**src/rtl/core/bls_pkg.sv**
```systemverilog
// Shared types, constants and the character map for the bigram scorer.
// No dependencies; used by all modules in rtl/core.
package bls_pkg;

  localparam int IDX_W     = 5;   // letter index, also table_row / table_col width
  localparam int CMP_W     = 7;   // wide enough to compare an index against ALPHABET
  localparam int SUM_W     = 32;  // running line sum
  localparam int DIV_CNT_W = 6;   // holds SUM_W
  localparam int FIELD_W   = 16;  // fixed width of both result fields
  localparam int VALUE_W   = 16;  // fixed width of table_value

  localparam logic CMD_WRITE = 1'b0;
  localparam logic CMD_SCORE = 1'b1;

  localparam logic [7:0] CHAR_UPPER_A = 8'h41;
  localparam logic [7:0] CHAR_UPPER_Z = 8'h5A;
  localparam logic [7:0] CHAR_LOWER_A = 8'h61;
  localparam logic [7:0] CHAR_LOWER_Z = 8'h7A;
  localparam logic [7:0] CHAR_SPACE   = 8'h20;
  localparam logic [IDX_W-1:0] IDX_SPACE = 5'd26;

  typedef enum logic [2:0] {
    ST_IDLE,
    ST_DECODE,
    ST_ACC,
    ST_DIV_START,
    ST_DIV_WAIT,
    ST_FINISH
  } state_t;

  typedef struct packed {
    logic we;
    logic re;
  } ram_ctl_t;

  typedef struct packed {
    logic busy;
    logic done;
  } div_sts_t;

  typedef struct packed {
    logic             hit;
    logic [IDX_W-1:0] idx;
  } char_hit_t;

  // Case-folding map: letters to 0..25, space to 26, everything else misses.
  function automatic char_hit_t char_lookup(input logic [7:0] code);
    char_hit_t r;
    r.hit = 1'b0;
    r.idx = '0;
    if (code >= CHAR_UPPER_A && code <= CHAR_UPPER_Z) begin
      r.hit = 1'b1;
      r.idx = IDX_W'(code - CHAR_UPPER_A);
    end else if (code >= CHAR_LOWER_A && code <= CHAR_LOWER_Z) begin
      r.hit = 1'b1;
      r.idx = IDX_W'(code - CHAR_LOWER_A);
    end else if (code == CHAR_SPACE) begin
      r.hit = 1'b1;
      r.idx = IDX_SPACE;
    end
    return r;
  endfunction

endpackage

```
**src/rtl/core/bls_divider.sv**
```systemverilog
// Restoring divider, one quotient bit per cycle: signed line sum over unsigned count,
// truncated toward zero. Uses bls_pkg for widths and the status struct.
module bls_divider #(
  parameter int COUNT_WIDTH = 16
) (
  input  logic                             clk,
  input  logic                             rst_n,
  input  logic                             start,
  input  logic signed [bls_pkg::SUM_W-1:0] dividend,
  input  logic [COUNT_WIDTH-1:0]           divisor,
  output bls_pkg::div_sts_t                sts,
  output logic signed [bls_pkg::SUM_W-1:0] quotient
);

  localparam int SW = bls_pkg::SUM_W;

  logic [bls_pkg::DIV_CNT_W-1:0] cnt_r;
  logic                          done_r;
  logic                          neg_r;
  logic [SW-1:0]                 quo_r;
  logic [COUNT_WIDTH-1:0]        rem_r;
  logic [COUNT_WIDTH-1:0]        dvs_r;
  logic [COUNT_WIDTH:0]          trial;
  logic [COUNT_WIDTH:0]          diff;
  logic                          fits;
  logic [SW-1:0]                 mag;

  assign mag   = dividend[SW-1] ? (~dividend + 1'b1) : dividend;
  assign trial = {rem_r, quo_r[SW-1]};
  assign fits  = trial >= {1'b0, dvs_r};
  assign diff  = trial - {1'b0, dvs_r};

  always_ff @(posedge clk) begin
    if (!rst_n) begin
      cnt_r  <= '0;
      done_r <= 1'b0;
    end else begin
      done_r <= 1'b0;
      if (start) begin
        cnt_r <= bls_pkg::DIV_CNT_W'(SW);
      end else if (cnt_r != '0) begin
        cnt_r <= cnt_r - 1'b1;
        if (cnt_r == bls_pkg::DIV_CNT_W'(1)) begin
          done_r <= 1'b1;
        end
      end
    end
  end

  always_ff @(posedge clk) begin
    if (start) begin
      quo_r <= mag;
      rem_r <= '0;
      dvs_r <= divisor;
      neg_r <= dividend[SW-1];
    end else if (cnt_r != '0) begin
      quo_r <= {quo_r[SW-2:0], fits};
      rem_r <= fits ? diff[COUNT_WIDTH-1:0] : trial[COUNT_WIDTH-1:0];
    end
  end

  assign quotient = neg_r ? -$signed(quo_r) : $signed(quo_r);
  assign sts.busy = cnt_r != '0;
  assign sts.done = done_r;

endmodule

```
**config.mk**
```make
export PLATFORM = sky130hd
export DESIGN_NAME = bls_divider
export DESIGN_NICKNAME = d
export VERILOG_FILES = /design/src/rtl/core/bls_pkg.sv /design/src/rtl/core/bls_divider.sv
export SDC_FILE = /design/constraint.sdc
export NUM_CORES = 1
export LEC_CHECK = 0
export ABC_AREA = 1
export BUFFER_PORTS_ARGS = -buffer_cell sky130_fd_sc_hd__buf_2
export CAP_MARGIN = 20
export CORE_MARGIN = 2
export CORE_UTILIZATION = 35
export CTS_CLUSTER_DIAMETER = 100
export DETAILED_ROUTE_END_ITERATION = 16
export PLACE_DENSITY = 0.59
export SETUP_SLACK_MARGIN = 0.5
export SLEW_MARGIN = 20
export SYNTH_ARGS = -nofsm -noshare
export SYNTH_HDL_FRONTEND = slang
export SYNTH_SLANG_ARGS = --single-unit
```
**constraint.sdc**
```tcl
create_clock -name clk -period 1.95 [get_ports clk]
set_input_delay 0.0975 -clock clk [delete_from_list [all_inputs] [get_ports clk]]
set_output_delay 0.0975 -clock clk [all_outputs]
set_load 0.01 [all_outputs]
```
==> results.ini, run 1 <==
[floorplanning]
core_um2=17120
die-area_um2=18340
dieHeight_um=135.4
rows=48
start_util=0.3531
ios=85
die_w_um=135.4

[yosys]
synthFlopType=edfxtp_1
synth_fa_ha_area_frac=0.04678
synthArstFlopShare=0
netlist.area_leader.share=0.2434
synthTopCellsByArea=edfxtp_1 (24%), nand2_1 (17%), inv_1 (8.2%)
synth_top_family_by_area=simple AND/OR/NAND/NOR gates
synthSimpleGateAreaFrac=0.3709
synth_xor_area_frac=0.07390
syn_area_um2=6045
syn_inst=922
synth-compound-area-share=0.07824
syn-num-nets=995
synthMuxAreaShare=0
synth_seq_cells=72
synth-edff-count=49
synth_top_area_cell=edfxtp_1
ys_types=43
ys_seq_area_frac=0.3196
ys.warnings.count=0
syn_area_per_cell_um2=6.556

[final_layout]
final_util=0.5148
drive_gt1_frac=0.3507
final_nets=1160
areaGrowthSynthToFinish_pct=45.77
n_antenna_cell=0
layout_commonest_cell=nand2_1
fill_cells=1669
final_cell_mix=nand2_1 (229), inv_1 (103), nor2_1 (98), buf_2 (81), buf_4 (59)
seq_area_um2=1938
fin_cells=1317
multi_input_area_um2=4388

[routing]
vias=6286
initialDrtViolationCount=540
drc=0
drtPass1Iterations=5
totalWireLength_um=18460
drtAntennaViolNets=0
vias_per_cell=4.773
post_drt_wl_per_cell_um=14.02

[grt]
overflow=0
grt_max_degree=36
antenna_found_initial=0
grt_usage=0.1997
grt_pass1_vias=5757
grt_pass1_wl_um=28890

[timing]
finalCriticalPeriod_ns=2.143
maxSlewHeadroom=0.6271
timing.hold.ws_ns=0.1687
final_hold_viol_count=0
finalSetupViolCount=21
timing.fmax_ghz=0.4667
clock_skew_ns=0.01223
rsz0062_at_grt=yes
finalCritPeriodShare=1.099
worst_slack_ns=-0.1928
slew_viol_final=0
worst_pin_slew_ns=0.5587

[place]
place_ws_ns=0.07794
gp_congestion=0.9232
numPortBuffers=84
place_hpwl_um=13420
placed_cells=1227

[power]
vdd_drop_max_uv=556.1
p_total_mw=10.91
p_leak_nw=4.197
powerDensity_nw_per_um2=1238

[clocking]
cts_buffer_depth=2
clkTransAtPathRegs_ns=0.06
clock-sinks=72
clk_latency_ns=0.34
cts_buffers=9
cts_root_buffer=clkbuf_16
h-tree-depth=3
cts_tree=built

[setup_path]
path_cells=inv_2 > buf_4 > nand3_2 > nand3b_4 > nor2_4 > nand2_2 > o21ai_2 > xor2_1 > buf_2
crit_buf_inv=3
critPathTopFamily=simple AND/OR/NAND/NOR gates
cp_slowest_cell=edfxtp_1
cpPeakStageDelay_ns=0.40
end_kind=primary output
crit_type=flip-flop to primary output
critPathMaxFanout=3
crit_arrival_ns=2.05
cp.required_ns=1.85
critPathLaunchType=flip-flop

[min_path]
min_path_type=primary input to flip-flop

[outcome]
violations=setup timing
outcome=complete, but fails checks

[flow_run]
drv_cap=0

worst reg2reg max path: stages, from the launching register on:
cell and delay [ns]:
dfxtp_1 0.43, ha_4 0.25, nand2_1 0.06, nand2_1 0.06, nand2_2 0.07, nand2_1 0.06
nand2_2 0.08, nand3_4 0.13, nand2_8 0.17, nand2_8 0.13, nand2_4 0.08, o21ai_2 0.05
logic make-up after synthesis:
logic type | after synthesis
adder cells (fa/ha/maj) | 22
AO/OA/AOI/OAI | 85
AND/OR/NAND/NOR | 525
flip-flops | 72
XOR/XNOR | 51
buffers and inverters | 167
metal layers:
metal,vias to the layer above,GRT usage,share of wire
met1,2842,0.3032,0.49
met2,171,0.2916,0.44
li1,3257,-,-
met3,16,0.03629,0.065
met4,0,0.04861,0.012
met5,-,0,0
area by class of cell:
class                           count  share of cell area
Clock inverter                      2            0.001562
Timing Repair Buffer              177              0.1495
Inverter                          143             0.06291
Sequential cell                    72              0.2200
Multi-Input combinational cell    684              0.4980
Clock buffer                       14             0.03607
Tap cell                          225             0.03195
path summary, 6_finish.rpt:
| path | depth (start not counted) | from | slack, ns | end |
|---|---|---|---|---|
| hold reg to reg | 2 | cnt_r[5]$_SDFFE_PN0P_ | 0.53 | cnt_r[5]$_SDFFE_PN0P_ |
| setup / recovery | 9 | quo_r[0]$_DFFE_PP_ | -0.19 | quotient[19] |
| setup reg to reg | 11 | rem_r[1]$_SDFFE_PP0N_ | 0.11 | quo_r[0]$_DFFE_PP_ |
| hold / removal | 4 | dividend[21] | 0.17 | quo_r[21]$_DFFE_PP_ |
flip-flops by register name (all words and copies together) (netlist names):
| signal | flops |
|---|---|
| quo_r | 32 |
| dvs_r | 16 |
| rem_r | 16 |
| cnt_r | 6 |
| done_r | 1 |
| neg_r | 1 |
Yosys cell counts (2+ instances only):
cell and instances:
a21oi_1 19, buf_1 2, buf_2 3, buf_4 2, buf_6 4, clkbuf_1 13, clkinv_1 2, dfxtp_1 23
edfxtp_1 49, ha_1 21, inv_1 132, inv_2 9, nand2_1 280, nand2_2 2, nand2_4 2, nand3_1 82
nand3_2 2, nand3b_1 4, nand4_1 12, nor2_1 117, nor2_2 6, nor3_1 7, nor3_2 3, nor4_1 2
o211ai_1 6, o21ai_0 45, o21ai_1 3, o21ai_2 2, o21bai_1 3, o31ai_1 3, xnor2_1 8, xor2_1 43
metrics by stage:
step | area (um2) | setup TNS [ns]
6_report | 8811 | -1.900
5_1_grt | 8811 | -4.686
3_5_place_dp | 7102 | 0
4_1_cts | 8288 | -1.063
3_3_place_gp | 7102 | 0
2_1_floorplan | 6369 | 0
power breakdown:
part	internal [mW]	total (mW)	leakage, nW	switching, mW
clock network	1.13	1.79	0.164	0.655
logic	2.82	6.55	3.34	3.73
registers	2.11	2.57	0.697	0.462
timing repair:
item / in CTS / in global routing
hold buffers: 17 / 0
hold endpoints to repair: 17 / 0
endpoints found under the setup margin: 86 / 93
buffers inserted: 36 / 17
resized for setup: 115 / 89
cloned: 1 / 3
pin swaps: 82 / 61
Power figures use the tool's default switching activity.
==> run 2, diff against run 1 <==
Settings changed: SKIP_CTS_REPAIR_TIMING set to 1.
==> results.ini, run 2 (synthesis gave the netlist of run 1 again) <==
[final_layout]
n_antenna_cell=0  ; unchanged
regMostFlops=quo_r
final_cell_mix=nand2_1 (232), inv_1 (103), nor2_1 (97), buf_2 (82), buf_4 (61)
areaGrowthSynthToFinish_pct=44.17
final_util=0.5091  ; -0.005629
design_area_um2=8715  ; -1.1%
final_nets=1159  ; -0.086%
drive_gt1_frac=0.3382  ; -0.01251
fin_cells=1316  ; -0.076%
top_regs=quo_r: 32 flops, dvs_r: 16 flops, rem_r: 16 flops
largest_reg_flops=32  ; unchanged
layout_commonest_cell=nand2_1

[setup_path]
path_depth=11  ; +2
crit_arrival_ns=2.01  ; -0.04 ns
worst_r2r_startpoint=dvs_r[4]$_DFFE_PP_
path_cells=inv_2 > ha_4 > nand3_4 > buf_4 > nor2_2 > nand2_2 > nor3_2 > xor2_1 > nand2_1 > nand2_1 > buf_2
crit_type=flip-flop to primary output
critPathLaunchType=flip-flop
crit_start=quo_r[0]$_DFFE_PP_
crit_end=quotient[30]
crit_buf_inv=3  ; unchanged
r2r_slack_ns=0.06  ; -0.05 ns
critPathMaxFanout=3  ; unchanged
end_kind=primary output
critPathTopFamily=simple AND/OR/NAND/NOR gates
cp.required_ns=1.85  ; about the same
reg2reg_depth=13  ; +2
reg2reg_to=quo_r[0]$_DFFE_PP_
crit_top_cell=nand2_1
cpPeakStageDelay_ns=0.39  ; about the same
cp_slowest_cell=edfxtp_1

[routing]
totalWireLength_um=18700  ; +1.3%
vias=6268  ; -0.29%
post_drt_wl_per_cell_um=14.21  ; +1.3%
drtPass1Iterations=5  ; unchanged
vias_per_cell=4.763  ; -0.21%
drtAntennaViolNets=0  ; unchanged
drc=0  ; unchanged
initialDrtViolationCount=567  ; +5.0%

[grt]
antenna_found_initial=0  ; unchanged
grt_usage=0.1907  ; -0.008925
grt_pass1_wl_um=27540  ; -4.7%
overflow=0  ; unchanged
grt_pass1_vias=5495  ; -4.6%
grt_max_degree=36  ; unchanged

[outcome]
violations=setup timing
outcome=complete, but fails checks

[timing]
final.setup.tns_ns=-1.431  ; +0.4685 ns
final_hold_viol_count=0  ; unchanged
timing.fmax_ghz=0.4739  ; +1.6%
finalCritPeriodShare=1.082  ; -0.01683
rsz0062_at_grt=yes
worst_pin_slew_ns=0.6269  ; +0.06821 ns
finalCriticalPeriod_ns=2.110  ; -0.03283 ns
finalSetupViolCount=19  ; -9.5%
worst_slack_ns=-0.1600  ; +0.03282 ns
clock_skew_ns=0.01015  ; -0.002080 ns
slew_viol_final=0  ; unchanged
maxSlewHeadroom=0.5816  ; -0.04552

[place]
gp_congestion=0.9232  ; unchanged
placed_cells=1227  ; unchanged
post_dp_cell_area_um2=7102  ; unchanged
place_hpwl_um=13420  ; unchanged
numPortBuffers=84  ; unchanged

[floorplanning]
dieHeight_um=135.4  ; unchanged
die-area_um2=18340  ; unchanged
core_um2=17120  ; unchanged
die_w_um=135.4  ; unchanged
rows=48  ; unchanged
ios=85  ; unchanged
start_util=0.3531  ; unchanged

[clocking]
clock-sinks=72  ; unchanged
cts_buffers=9  ; unchanged
cts_tree=built
clkTransAtPathRegs_ns=0.06  ; about the same
cts_buffer_depth=2  ; unchanged
h-tree-depth=3  ; unchanged
clk_latency_ns=0.34  ; about the same
cts_root_buffer=clkbuf_16

[power]
intPower_mw=5.958  ; -1.7%
powerDensity_nw_per_um2=1236  ; -0.15%
p_total_mw=10.77  ; -1.2%
comb_power_share=0.595  ; -0.006
seq_power_share=0.239  ; +0.003
p_switching_mw=4.813  ; -0.71%
p_clk_frac=0.166  ; +0.002
swShare=0.4469  ; +0.002383
vdd_drop_max_uv=491.5  ; -12%
p_leak_nw=4.170  ; -0.64%

[flow_run]
drv_cap=0  ; unchanged

[min_path]
min_path_type=primary input to flip-flop

run 2: stage by stage:
step	setup WS [ns]	hold WS (ns)
6_report	-0.1600	0.008463
5_1_grt	-0.3069	0.03270
4_1_cts	-0.2757	-0.08319
3_5_place_dp	0.07794	0.2756
3_3_place_gp	0.1062	0.2733
2_1_floorplan	0.2667	0.1964
run 2: worst min-delay path: stages:
cell     delay [ns]
buf_2          0.09
inv_1          0.07
a21oi_1        0.04
run 2: worst min-delay path by stage:
stage | startpoint | to | slack [ns] | depth (start not counted)
2_1_floorplan | divisor[0] | dvs_r[0]$_DFFE_PP_ | 0.20 | 0
3_3_place_gp | divisor[9] | dvs_r[9]$_DFFE_PP_ | 0.27 | 1
3_5_place_dp | divisor[8] | dvs_r[8]$_DFFE_PP_ | 0.28 | 1
4_1_cts | divisor[2] | dvs_r[2]$_DFFE_PP_ | -0.08 | 1
5_1_grt | rst_n | cnt_r[5]$_SDFFE_PN0P_ | 0.03 | 3
6_report | rst_n | cnt_r[5]$_SDFFE_PN0P_ | 0.008 | 3
run 2: metal layers:
| metal | share of wire | GRT usage |
|---|---|---|
| met5 | 0 | 0 |
| met3 | 0.064 | 0.03591 |
| met2 | 0.43 | 0.2685 |
| met1 | 0.49 | 0.2965 |
| met4 | 0.015 | 0.04803 |
run 2: power by group through the flow:
stage | Combinational [mW] | Sequential [mW] | Clock (mW)
after floorplan | 3.50 | 2.44 | 0
after global placement | 4.68 | 2.55 | 0
after global routing | 7.05 | 2.63 | 1.89
final | 6.41 | 2.58 | 1.78
after detailed placement | 4.70 | 2.56 | 0
after CTS | 4.73 | 2.53 | 1.82
run 2: area by class of cell:
class	count	area, um2
inverters	143	555.5
flip-flops and latches	72	1942
clock inverters	2	13.76
repair buffers	176	1294
multi-input cells	684	4310
well taps	225	281.5
clock buffers	14	317.8
fillers	1679	8402
==> run 3, diff against run 2 <==
Settings changed: BUFFER_PORTS_ARGS -buffer_cell sky130_fd_sc_hd__buf_2 to not set, DONT_BUFFER_PORTS set to 1, PLACE_DENSITY 0.59 to 0.55.
==> results.ini, run 3 (synthesis gave the netlist of run 1 again) <==
[clocking]
cts_root_buffer=clkbuf_16
h-tree-depth=3  ; unchanged
cts_buffer_depth=2  ; unchanged
cts_buffers=9  ; unchanged
clock-sinks=72  ; unchanged
cts_tree=built
clkTransAtPathRegs_ns=0.06  ; about the same
clk_latency_ns=0.35  ; about the same

[grt]
overflow=0  ; unchanged
antenna_found_initial=0  ; unchanged
grt_usage=0.1894  ; -0.001356
grt_pass1_wl_um=27120  ; -1.5%
grt_max_degree=54  ; +50%
grt_pass1_vias=5278  ; -3.9%

[setup_path]
cp.required_ns=1.85  ; about the same
crit_end=quotient[22]
crit_arrival_ns=1.97  ; -0.04 ns
crit_start=quo_r[0]$_DFFE_PP_
reg2reg_to=quo_r[0]$_DFFE_PP_
r2r_slack_ns=0.07  ; about the same
reg2reg_depth=13  ; unchanged
critPathLaunchType=flip-flop
worst_r2r_startpoint=dvs_r[4]$_DFFE_PP_
end_kind=primary output
crit_type=flip-flop to primary output
critPathMaxFanout=4  ; +1

[final_layout]
regMostFlops=quo_r
areaGrowthSynthToFinish_pct=37.45
fill_cells=1764  ; +5.1%
drive_gt1_frac=0.2836  ; -0.05461
largest_reg_flops=32  ; unchanged
multi_input_area_um2=4255  ; -1.3%
seq_area_um2=1943  ; about the same
final_nets=1087  ; -6.2%
fin_cells=1244  ; -5.5%
layout_commonest_cell=nand2_1
n_antenna_cell=0  ; unchanged
top_regs=quo_r: 32 flops, dvs_r: 16 flops, rem_r: 16 flops
final_cell_mix=nand2_1 (228), nor2_1 (107), inv_1 (103), buf_4 (69), nand3_1 (60)

[routing]
drtAntennaViolNets=0  ; unchanged
drc=0  ; unchanged
drtPass1Iterations=5  ; unchanged
post_drt_wl_per_cell_um=15.07  ; +6.1%
vias_per_cell=4.821  ; +1.2%
vias=5997  ; -4.3%
totalWireLength_um=18750  ; +0.27%
initialDrtViolationCount=387  ; -32%

[power]
vdd_drop_max_uv=506.0  ; +3.0%
p_leak_nw=3.878  ; -7.0%
powerDensity_nw_per_um2=1256  ; +1.6%

[timing]
timing.hold.ws_ns=-0.02427  ; -0.03274 ns
worst_slack_ns=-0.1207  ; +0.03924 ns
timing.fmax_ghz=0.4829  ; +1.9%
maxSlewHeadroom=0.5892  ; +0.007552
finalCriticalPeriod_ns=2.071  ; -0.03924 ns
finalSetupViolCount=17  ; -2
final_hold_viol_count=5  ; +5
worst_pin_slew_ns=0.6156  ; -0.01131 ns
slew_viol_final=0  ; unchanged
finalCritPeriodShare=1.062  ; -0.02013
rsz0062_at_grt=yes
clock_skew_ns=0.01017  ; +0.00001240 ns

[floorplanning]
dieHeight_um=135.4  ; unchanged
rows=48  ; unchanged
die-area_um2=18340  ; unchanged
core_um2=17120  ; unchanged
ios=85  ; unchanged
die_w_um=135.4  ; unchanged
start_util=0.3531  ; unchanged

[min_path]
min_path_type=primary input to flip-flop
hold_depth=2  ; -1

[flow_run]
drv_cap=0  ; unchanged

[place]
gp_congestion=0.8704  ; -5.7%
numPortBuffers=0  ; -100%
placed_cells=1155  ; -5.9%
place_ws_ns=-0.03910  ; -0.1170 ns
place_hpwl_um=13470  ; +0.39%

[outcome]
outcome=complete, but fails checks
violations=hold timing, setup timing

run 3: cell types whose count changed in the layout (fill, tap and decap cells not counted), sizes merged:
cell | previous run | this run
dlygate4sd3 | 16 | 20
buf | 158 | 80
clkinvlp | 1 | 2
clkinv | 3 | 6
inv | 141 | 142
clkbuf | 16 | 13
run 3: worst max-delay path, cell delays in order (launching register included):
cell and delay, ns:
edfxtp_1 0.41, inv_2 0.14, ha_4 0.16, nand3_4 0.09
nor3_4 0.18, nand2_2 0.15, nor2_4 0.12, nand2_1 0.07
nand2_2 0.10, o211ai_1 0.11, nand2_2 0.11
run 3: worst min-delay path by stage:
stage / start / end / slack [ns]
detailed placement: divisor[9] / dvs_r[9]$_DFFE_PP_ / 0.20
global placement: divisor[9] / dvs_r[9]$_DFFE_PP_ / 0.20
finish: start / quo_r[12]$_DFFE_PP_ / -0.02
global route: start / quo_r[29]$_DFFE_PP_ / -0.004
floorplan: divisor[0] / dvs_r[0]$_DFFE_PP_ / 0.20
CTS: divisor[2] / dvs_r[2]$_DFFE_PP_ / -0.18
run 3: through the flow:
stage                     power, mW  TNS [ns]  cell area (um2)  hold slack (ns)    util
after CTS                     8.783    -2.561             7078          -0.1757  0.4135
after global placement        7.154         0             6797           0.1964  0.3971
after detailed placement      7.166  -0.03910             6797           0.1964  0.3971
after global routing          11.21    -4.435             8308        -0.003616  0.4854
final                         10.44    -1.247             8308         -0.02427  0.4854
after floorplan               5.942         0             6369           0.1964       -
run 3: where the power goes:
part           switching (mW)  total [mW]  leakage [nW]  internal, mW
logic                    3.65        6.32          3.04          2.67
registers               0.435        2.54         0.698          2.11
clock network           0.672        1.57         0.143         0.900
total                    4.75        10.4          3.88          5.68
run 3: final cells by class:
class                      instances  area share
inverter                         143     0.06702
clock buffer                      10     0.02877
clock inverter                     6    0.005120
sequential                        72      0.2339
timing repair inverter             1    0.001054
multi-input combinational        684      0.5122
tap                              225     0.03389
timing repair buffer             103      0.1181
run 3: metal layers:
layer  share of wire  up-vias  GRT usage
met4           0.022        0    0.05671
met2            0.41      178     0.2594
li1                -     3116          -
met3           0.068       19    0.04901
met5               0        -          0
met1            0.50     2684     0.2880
